[src/segment_frame_decoder_cmd_queue_assert.svh]
// Assertion macros for the segment frame decoder.
`ifndef SEGMENT_FRAME_DECODER_CMD_QUEUE_ASSERT_SVH
`define SEGMENT_FRAME_DECODER_CMD_QUEUE_ASSERT_SVH

`ifndef SYNTHESIS

`define SFDCQ_ASSERT_SAME(lbl, clk, rst_n, ante, cons) \
    lbl: assert property (@(posedge clk) disable iff (!(rst_n)) (ante) |-> (cons)) \
        else $error("assertion failed");

`define SFDCQ_ASSERT_NEXT(lbl, clk, rst_n, ante, cons) \
    lbl: assert property (@(posedge clk) disable iff (!(rst_n)) (ante) |=> (cons)) \
        else $error("assertion failed");

`else

`define SFDCQ_ASSERT_SAME(lbl, clk, rst_n, ante, cons)

`define SFDCQ_ASSERT_NEXT(lbl, clk, rst_n, ante, cons)

`endif

`endif

[src/sfdcq_pkg.sv]
package sfdcq_pkg;

    localparam int QUEUE_DEPTH = 10;
    localparam int CNT_W       = $clog2(QUEUE_DEPTH + 1);
    localparam int IDX_W       = (QUEUE_DEPTH > 1) ? $clog2(QUEUE_DEPTH) : 1;
    localparam int NUM_DIGITS  = 5;

    typedef enum logic [1:0] {
        CMD_MINUS = 2'd0,
        CMD_PLUS  = 2'd1,
        CMD_LIGHT = 2'd2,
        CMD_TIMER = 2'd3
    } t_cmd;

    typedef enum logic [1:0] {
        POS_TYPE  = 2'd0,
        POS_HIGH  = 2'd1,
        POS_LOW   = 2'd2,
        POS_CHECK = 2'd3
    } t_frame_pos;

    localparam logic [6:0] BLANK_PAT = 7'b0000000;
    localparam logic [6:0] DIGIT_PAT [NUM_DIGITS] = '{
        7'b1110111,
        7'b1000001,
        7'b0111011,
        7'b1101011,
        7'b1001101
    };

    localparam logic [1:0] LAST_BEAT = 2'd2;

    function automatic logic [7:0] payload_byte(input t_cmd code, input logic [1:0] beat);
        logic [7:0] mid;
        logic [7:0] chk;
        case (code)
            CMD_MINUS: begin
                mid = 8'h01;
                chk = 8'hC7;
            end
            CMD_PLUS: begin
                mid = 8'h02;
                chk = 8'h25;
            end
            CMD_LIGHT: begin
                mid = 8'h04;
                chk = 8'hF8;
            end
            default: begin
                mid = 8'h03;
                chk = 8'h7B;
            end
        endcase
        case (beat)
            2'd0:    payload_byte = 8'hF0;
            2'd1:    payload_byte = mid;
            default: payload_byte = chk;
        endcase
    endfunction

endpackage

[src/sfdcq_in_if.sv]
interface sfdcq_in_if;
    logic               valid;
    logic               ready;
    logic               kind;
    logic [7:0]         rx_byte;
    sfdcq_pkg::t_cmd    command_code;

    modport source (output valid, output kind, output rx_byte, output command_code,
                    input ready);
    modport sink   (input valid, input kind, input rx_byte, input command_code,
                    output ready);
endinterface

[src/sfdcq_out_if.sv]
interface sfdcq_out_if;
    logic       valid;
    logic       ready;
    logic       tx_valid;
    logic [7:0] tx_byte;
    logic [2:0] fan_speed;
    logic       light_on;
    logic       dot_lit;
    logic       last;

    modport source (output valid, output tx_valid, output tx_byte, output fan_speed,
                    output light_on, output dot_lit, output last, input ready);
    modport sink   (input valid, input tx_valid, input tx_byte, input fan_speed,
                    input light_on, input dot_lit, input last, output ready);
endinterface

[src/segment_frame_decoder_cmd_queue.sv]
// Segment frame decoder with command queue.
// i_in carries one item per handshake: a link byte (kind 0) or a command code
// to queue (kind 1). Link bytes form 4-byte frames: type, high nibble, low
// nibble, check. On the check byte the display byte is decoded (only if it
// changed) and one queued command is popped.
// o_out carries the results of a finished frame: three payload bytes of the
// popped command, or one item with tx_valid 0 if the queue was empty. The last
// item of a frame has last set; speed, light and dot are the state after it.
// Results appear on o_out in the cycle after the check byte is taken.
// Throughput: one input item per cycle. A frame's results are held in the
// output register and leave one per cycle as o_out.ready allows (up to 3).
// Other items keep being accepted meanwhile; only an item arriving at the check
// position waits until the previous frame's last result is taken.
// A full command queue drops its oldest entry on a new push.
// Reset (i_rst_n low, synchronous) empties the queue, clears the decoded state
// and the frame position; no clearing pass, the block is ready next cycle.
`include "segment_frame_decoder_cmd_queue_assert.svh"

module segment_frame_decoder_cmd_queue (
    input  logic          i_clk,
    input  logic          i_rst_n,
    sfdcq_in_if.sink      i_in,
    sfdcq_out_if.source   o_out
);

    localparam int CNT_W = sfdcq_pkg::CNT_W;
    localparam int IDX_W = sfdcq_pkg::IDX_W;

    sfdcq_pkg::t_frame_pos r_pos;
    sfdcq_pkg::t_frame_pos n_pos;
    logic [7:0]            r_asm;
    logic [7:0]            r_prev;
    logic                  r_dot;
    logic [2:0]            r_speed;
    logic                  r_light;
    sfdcq_pkg::t_cmd       r_fifo [sfdcq_pkg::QUEUE_DEPTH];
    logic [IDX_W-1:0]      r_head;
    logic [CNT_W-1:0]      r_count;
    logic                  r_busy;
    logic [1:0]            r_beat;
    logic                  r_has;
    sfdcq_pkg::t_cmd       r_code;

    logic                  in_acc;
    logic                  out_acc;
    logic                  out_last;
    logic                  frame_end;
    logic                  push;
    logic                  full;
    logic                  changed;
    logic [6:0]            pat;
    logic [2:0]            n_speed;
    logic                  n_light;
    logic [CNT_W:0]        tail_sum;
    logic [IDX_W-1:0]      tail_idx;
    logic [IDX_W-1:0]      wr_idx;
    logic [IDX_W-1:0]      head_inc;

    assign in_acc    = i_in.valid && i_in.ready;
    assign out_acc   = o_out.valid && o_out.ready;
    assign out_last  = !r_has || (r_beat == sfdcq_pkg::LAST_BEAT);
    assign frame_end = in_acc && !i_in.kind && (r_pos == sfdcq_pkg::POS_CHECK);
    assign push      = in_acc && i_in.kind;
    assign full      = (r_count == CNT_W'(sfdcq_pkg::QUEUE_DEPTH));

    assign i_in.ready = !r_busy || (r_pos != sfdcq_pkg::POS_CHECK) || (out_acc && out_last);

    always_comb begin
        case (r_pos)
            sfdcq_pkg::POS_TYPE:  n_pos = sfdcq_pkg::POS_HIGH;
            sfdcq_pkg::POS_HIGH:  n_pos = sfdcq_pkg::POS_LOW;
            sfdcq_pkg::POS_LOW:   n_pos = sfdcq_pkg::POS_CHECK;
            default:              n_pos = sfdcq_pkg::POS_TYPE;
        endcase
    end

    // display decode
    assign changed = (r_asm != r_prev);
    assign pat     = r_asm[6:0];

    always_comb begin
        n_speed = r_speed;
        n_light = r_light;
        if (pat == sfdcq_pkg::BLANK_PAT) begin
            n_speed = 3'd0;
            n_light = 1'b0;
        end else begin
            for (int i = 0; i < sfdcq_pkg::NUM_DIGITS; i++) begin
                if (pat == sfdcq_pkg::DIGIT_PAT[i]) begin
                    n_speed = 3'(i);
                end
            end
            if (n_speed == 3'd0) begin
                n_light = 1'b1;
            end
        end
    end

    // queue indexes
    always_comb begin
        tail_sum = (CNT_W+1)'(r_head) + (CNT_W+1)'(r_count);
        if (tail_sum >= (CNT_W+1)'(sfdcq_pkg::QUEUE_DEPTH)) begin
            tail_sum = tail_sum - (CNT_W+1)'(sfdcq_pkg::QUEUE_DEPTH);
        end
        tail_idx = tail_sum[IDX_W-1:0];
        head_inc = (r_head == IDX_W'(sfdcq_pkg::QUEUE_DEPTH - 1)) ? '0 : r_head + 1'b1;
        wr_idx   = full ? r_head : tail_idx;
    end

    always_ff @(posedge i_clk) begin
        if (push) begin
            r_fifo[wr_idx] <= sfdcq_pkg::t_cmd'(i_in.command_code);
        end
        if (frame_end) begin
            r_code <= r_fifo[r_head];
        end
    end

    always_ff @(posedge i_clk) begin
        if (!i_rst_n) begin
            r_pos   <= sfdcq_pkg::POS_TYPE;
            r_asm   <= 8'h00;
            r_prev  <= 8'h00;
            r_dot   <= 1'b0;
            r_speed <= 3'd0;
            r_light <= 1'b0;
            r_head  <= '0;
            r_count <= '0;
            r_busy  <= 1'b0;
            r_beat  <= 2'd0;
            r_has   <= 1'b0;
        end else begin
            if (in_acc && !i_in.kind) begin
                r_pos <= n_pos;
                if (r_pos == sfdcq_pkg::POS_HIGH) begin
                    r_asm <= {i_in.rx_byte[3:0], 4'h0};
                end else if (r_pos == sfdcq_pkg::POS_LOW) begin
                    r_asm <= r_asm | i_in.rx_byte;
                end
            end

            if (frame_end && changed) begin
                r_prev  <= r_asm;
                r_dot   <= r_asm[7];
                r_speed <= n_speed;
                r_light <= n_light;
            end

            if (push) begin
                if (full) begin
                    r_head <= head_inc;
                end else begin
                    r_count <= r_count + 1'b1;
                end
            end else if (frame_end && (r_count != '0)) begin
                r_head  <= head_inc;
                r_count <= r_count - 1'b1;
            end

            if (frame_end) begin
                r_busy <= 1'b1;
                r_beat <= 2'd0;
                r_has  <= (r_count != '0);
            end else if (out_acc) begin
                if (out_last) begin
                    r_busy <= 1'b0;
                end else begin
                    r_beat <= r_beat + 1'b1;
                end
            end
        end
    end

    assign o_out.valid     = r_busy;
    assign o_out.tx_valid  = r_has;
    assign o_out.tx_byte   = r_has ? sfdcq_pkg::payload_byte(r_code, r_beat) : 8'h00;
    assign o_out.fan_speed = r_speed;
    assign o_out.light_on  = r_light;
    assign o_out.dot_lit   = r_dot;
    assign o_out.last      = out_last;

    `SFDCQ_ASSERT_SAME(a_count_max, i_clk, i_rst_n, 1'b1,
                       r_count <= CNT_W'(sfdcq_pkg::QUEUE_DEPTH))
    `SFDCQ_ASSERT_SAME(a_head_range, i_clk, i_rst_n, 1'b1,
                       r_head <= IDX_W'(sfdcq_pkg::QUEUE_DEPTH - 1))
    `SFDCQ_ASSERT_NEXT(a_frame_loads_burst, i_clk, i_rst_n, frame_end,
                       r_busy && (r_beat == 2'd0))
    `SFDCQ_ASSERT_NEXT(a_burst_continues, i_clk, i_rst_n, out_acc && !out_last,
                       r_busy && r_has)
    `SFDCQ_ASSERT_SAME(a_beat_range, i_clk, i_rst_n, r_busy,
                       r_beat <= sfdcq_pkg::LAST_BEAT)

endmodule
[src/flat_wrapper.sv]
// flat-port wrapper written by rule: the top's interface ports become plain ports
module segment_frame_decoder_cmd_queue_flat 
  (i_clk, i_rst_n, i_in_valid, i_in_kind, i_in_rx_byte, i_in_command_code, i_in_ready, o_out_valid, o_out_tx_valid, o_out_tx_byte, o_out_fan_speed, o_out_light_on, o_out_dot_lit, o_out_last, o_out_ready);
  sfdcq_in_if i_in_i ();
  sfdcq_out_if o_out_i ();
  input  logic i_clk;
  input  logic i_rst_n;
  input wire logic [$bits(i_in_i.valid)-1:0] i_in_valid;
  input wire logic [$bits(i_in_i.kind)-1:0] i_in_kind;
  input wire logic [$bits(i_in_i.rx_byte)-1:0] i_in_rx_byte;
  input wire logic [$bits(i_in_i.command_code)-1:0] i_in_command_code;
  output wire logic [$bits(i_in_i.ready)-1:0] i_in_ready;
  output wire logic [$bits(o_out_i.valid)-1:0] o_out_valid;
  output wire logic [$bits(o_out_i.tx_valid)-1:0] o_out_tx_valid;
  output wire logic [$bits(o_out_i.tx_byte)-1:0] o_out_tx_byte;
  output wire logic [$bits(o_out_i.fan_speed)-1:0] o_out_fan_speed;
  output wire logic [$bits(o_out_i.light_on)-1:0] o_out_light_on;
  output wire logic [$bits(o_out_i.dot_lit)-1:0] o_out_dot_lit;
  output wire logic [$bits(o_out_i.last)-1:0] o_out_last;
  input wire logic [$bits(o_out_i.ready)-1:0] o_out_ready;
  assign i_in_i.valid = i_in_valid;
  assign i_in_i.kind = i_in_kind;
  assign i_in_i.rx_byte = i_in_rx_byte;
  assign i_in_i.command_code = i_in_command_code;
  assign i_in_ready = i_in_i.ready;
  assign o_out_valid = o_out_i.valid;
  assign o_out_tx_valid = o_out_i.tx_valid;
  assign o_out_tx_byte = o_out_i.tx_byte;
  assign o_out_fan_speed = o_out_i.fan_speed;
  assign o_out_light_on = o_out_i.light_on;
  assign o_out_dot_lit = o_out_i.dot_lit;
  assign o_out_last = o_out_i.last;
  assign o_out_i.ready = o_out_ready;
  segment_frame_decoder_cmd_queue u_core (.i_clk(i_clk), .i_rst_n(i_rst_n), .i_in(i_in_i), .o_out(o_out_i));
endmodule
[config.mk]
export PLATFORM = sky130hd
export DESIGN_NAME = segment_frame_decoder_cmd_queue_flat
export DESIGN_NICKNAME = d
export VERILOG_FILES = /design/src/sfdcq_pkg.sv /design/src/sfdcq_in_if.sv /design/src/sfdcq_out_if.sv /design/src/segment_frame_decoder_cmd_queue.sv /design/src/flat_wrapper.sv
export VERILOG_INCLUDE_DIRS = /design/src /design/src/src
export SDC_FILE = /design/constraint.sdc
export NUM_CORES = 1
export LEC_CHECK = 0
export BUFFER_PORTS_ARGS = -buffer_cell sky130_fd_sc_hd__buf_2
export CORE_MARGIN = 2
export CORE_UTILIZATION = 64
export DETAILED_ROUTE_END_ITERATION = 8
export PLACE_DENSITY = 0.92
export SLEW_MARGIN = 20
export SYNTH_ARGS = -nofsm -noshare
export SYNTH_HDL_FRONTEND = slang
export SYNTH_SLANG_ARGS = --single-unit
[constraint.sdc]
create_clock -name i_clk -period 5 [get_ports i_clk]
set_input_delay 0.5 -clock i_clk [delete_from_list [all_inputs] [get_ports i_clk]]
set_output_delay 0.5 -clock i_clk [all_outputs]
set_load 0.01 [all_outputs]
==> reports/qor.log <==
INFO  run_status     outcome=completed
INFO  floorplan      io_count=32
INFO  routing        via_count=2,677
INFO  cells_and_area final.fill_count=380
INFO  cts            holdBufCountCts=0
INFO  global_routing number_of_antenna_violations_at_the_first_check_in_global_routing=0
INFO  critical_path  setup.reg_to_reg.worst_slack=1370ps
INFO  routing        post_drt_via_cell_ratio=6.08
INFO  cts            clkSinkCount=56
INFO  synth          synth_seq_cells=56
INFO  routing        drtPass1Iterations=4
INFO  critical_path  largest_fanout_on_the_critical_path=10
INFO  synth          synthFlopType=dfxtp_1
INFO  global_routing first_global_vias=2,512
INFO  cts            htreeDepth=2
INFO  timing         timing_worst_slew_pin_value=788ps
INFO  floorplan      core_area=5070um2
INFO  timing         timing.clock.skew=19.1ps
INFO  timing         highest_clock_rate=0.276GHz
INFO  critical_path  crit_family=adder cells
INFO  cts            clock_pin_slew_worst_setup_and_hold_paths=110ps
INFO  cts            cts-resized-gates=0
INFO  synth          synthArstFlopShare=0%
INFO  synth          seq_area_frac_synth=39.9%
INFO  cells_and_area num-nets-final=406
INFO  power          power.ir.vdd_worst=0.000139V
INFO  synth          synth.distinct_cells=58
INFO  synth          synth_edf_count=22
INFO  timing         timing_max_transition_violations_final=0
INFO  place          portbufs=31
INFO  power          p_total=0.880mW
INFO  cells_and_area finalNonFillerCells=440
INFO  place          dp_hpwl=5230um
INFO  place          numPlacedInstances=432
INFO  timing         setup_total_negative_slack=0ps
INFO  global_routing grtUsageTotal=24.6%
INFO  critical_path  critical_path_arrival=3600ps
INFO  timing         relSlewSlack=47.2%
INFO  floorplan      initial_cell_density_of_the_core=66.2%
INFO  critical_path  critical_path_source_type=flop
INFO  synth          number_of_standard_cells_after_synthesis=347
INFO  synth          post_synthesis_instance_area=3360um2
INFO  critical_path  cp_num_buf_inv=1
INFO  synth          yosys.cell_count.top_type=dfxtp_1
INFO  cells_and_area syn_to_final_growth=7.71%
INFO  global_routing grt_start_max_net_pins=24
INFO  cts            cts_setup_buffers=0
INFO  critical_path  crit_path_max_incr_delay=500ps
INFO  critical_path  worstSetupEndpointType=flop
INFO  floorplan      chipWidth=76.4um
INFO  synth          synth_common_cells=dfxtp_1 (34), nor2_1 (33), a21oi_1 (28)
INFO  timing         report.final.hold_viol_count=0
INFO  critical_path  cp.required=4980ps
INFO  routing        ant_nets=0
INFO  floorplan      floorplan.rows=26
INFO  timing         finalSetupViolCount=0
INFO  cells_and_area insertedDiodeCount=0
INFO  cts            tritoncts=yes
INFO  floorplan      dieHeight=76.4um
INFO  routing        drcViolationCount=0
INFO  synth          synthTopCellsByArea=dfxtp_1 (20%), edfxtp_1 (20%), ha_1 (7.5%), mux2i_1 (4.8%), a21oi_1 (4.2%)
INFO  routing        first_iter_violations=147
INFO  timing         post-route-period-util=72.5%
INFO  cts            tritoncts.num_buffers=5
INFO  synth          synth.top_cell.area_share=20.3%
INFO  routing        totalWireLength=7050um
INFO  critical_path  cp_cell_sequence=ha_1 -> fa_1 -> xnor2_1 -> ha_1 -> inv_1 -> a311o_2 -> o211ai_1 -> mux2_4 -> nor4_1
INFO  min_path       hold_class=in -> reg
INFO  global_routing first_pass_grt_wire_length=11,700um
INFO  critical_path  worst-setup-path-type=reg -> reg
INFO  global_routing global_route.overflow_total=0
INFO  synth          synth_largest_area_cell=dfxtp_1
INFO  cells_and_area post_route_cells_drive_above_1_share=15.7%
INFO  critical_path  cpMostUsedCell=ha_1
INFO  cts            cts_root_buf=clkbuf_8
INFO  cts            clk_path_buf_depth=2
INFO  critical_path  cp_slowest_cell=dfxtp_1
INFO  place          place_congestion=0.867
INFO  timing         period_minus_slack=3630ps
INFO  timing         unrepaired_setup_endpoints_after_global_routing=no
INFO  power          power.density=243nW/um2
INFO  run            max_cap_violations=0
INFO  timing         final.hold.worst_slack=441ps
INFO  power          cellLeakagePower=1.43nW
INFO  cts            clock_insertion_delay_worst_skew=320ps
INFO  synth          yosysWarnings=0
INFO  routing        avgRoutedWirePerCell=16.0um
INFO  synth          post_synth.cell_area_avg=9.68um2
INFO  floorplan      floorplan.die_area=5840um2
INFO  synth          synthesis.nets=384
==> where the power goes <==
part,switching (mW),internal [mW]
clock,0.156,0.102
combinational,0.0699,0.0509
sequential,0.0163,0.485
==> registers in the layout (all words and copies together) (netlist names) <==
register / count
u_core.o_out.fan_speed: 3
u_core.r_beat: 2
u_core.o_out.tx_valid: 1
u_core.r_head: 4
u_core.r_count: 4
u_core.r_asm: 8
u_core.r_pos: 2
u_core.r_fifo: 20
u_core.r_prev: 7
u_core.o_out.valid: 1
u_core.o_out.dot_lit: 1
u_core.r_code: 2
u_core.o_out.light_on: 1
==> through the flow <==
step / area, um2 / worst slack [ps] / util [%]
2_1_floorplan: 3360 / 1810 / -
3_3_place_gp: 3520 / 1480 / 69.4
3_5_place_dp: 3520 / 1380 / 69.4
4_1_cts: 3620 / 1390 / 71.3
5_1_grt: 3620 / 1150 / 71.3
6_report: 3620 / 1370 / 71.3
==> routing by layer <==
layer / vias to the layer above / GRT usage [%] / part of all wire [%]
li1: 1327 / - / -
met1: 1267 / 30.9 / 44
met2: 76 / 44.2 / 50
met3: 7 / 3.44 / 4.9
met4: 0 / 7.09 / 0.94
met5: - / 0 / 0
==> final timing paths <==
path,startpoint,to,cells past startpoint
min,i_in_rx_byte[0],u_core.r_asm[0],3
min reg2reg,u_core.o_out.fan_speed[0],u_core.o_out.fan_speed[0],2
max,u_core.r_head[0],u_core.r_fifo[4][1],9
max reg2reg,u_core.r_head[0],u_core.r_fifo[4][1],9
==> kinds of logic (layout without fill, tap and decap cells) <==
group / after synthesis / count (layout) / share of synthesized area [%]
adder cells (fa/ha/maj): 22 / 22 / 8.64
buffers and inverters: 37 / 60 / 4.77
multiplexers: 21 / 21 / 7.90
AO/OA/AOI/OAI: 84 / 84 / 16.7
AND/OR/NAND/NOR: 112 / 112 / 18.2
XOR/XNOR: 15 / 15 / 3.91
flip-flops: 56 / 56 / 39.9
==> tightest hold or removal path, cell delays in order <==
cell	delay (ps)
buf_2	100
a21oi_1	60
nor2_1	70
==> cell usage in the layout, fill, tap and decap left out, types with 10 or more instances in the layout <==
cell | synthesis | final
a211oi_1 | 10 | 10
edfxtp_1 | 22 | 22
a21oi_1 | 28 | 28
o21ai_0 | 14 | 14
ha_1 | 20 | 20
buf_2 | 3 | 31
nor2_1 | 33 | 33
nand2_1 | 15 | 15
xnor2_1 | 13 | 13
dfxtp_1 | 34 | 34
mux2i_1 | 16 | 16
inv_1 | 20 | 20
==> area by class of cell <==
type / instances / area [um2] / share of cell area (%)
flip-flops and latches: 56 / 1340 / 37.1
multi-input cells: 254 / 1860 / 51.3
clock buffers: 5 / 68.8 / 1.90
inverters: 20 / 75.1 / 2.08
clock inverters: 3 / 25.0 / 0.692
well taps: 70 / 87.6 / 2.42
repair buffers: 32 / 163 / 4.50
No activity file was read; power rests on OpenSTA's default activity.
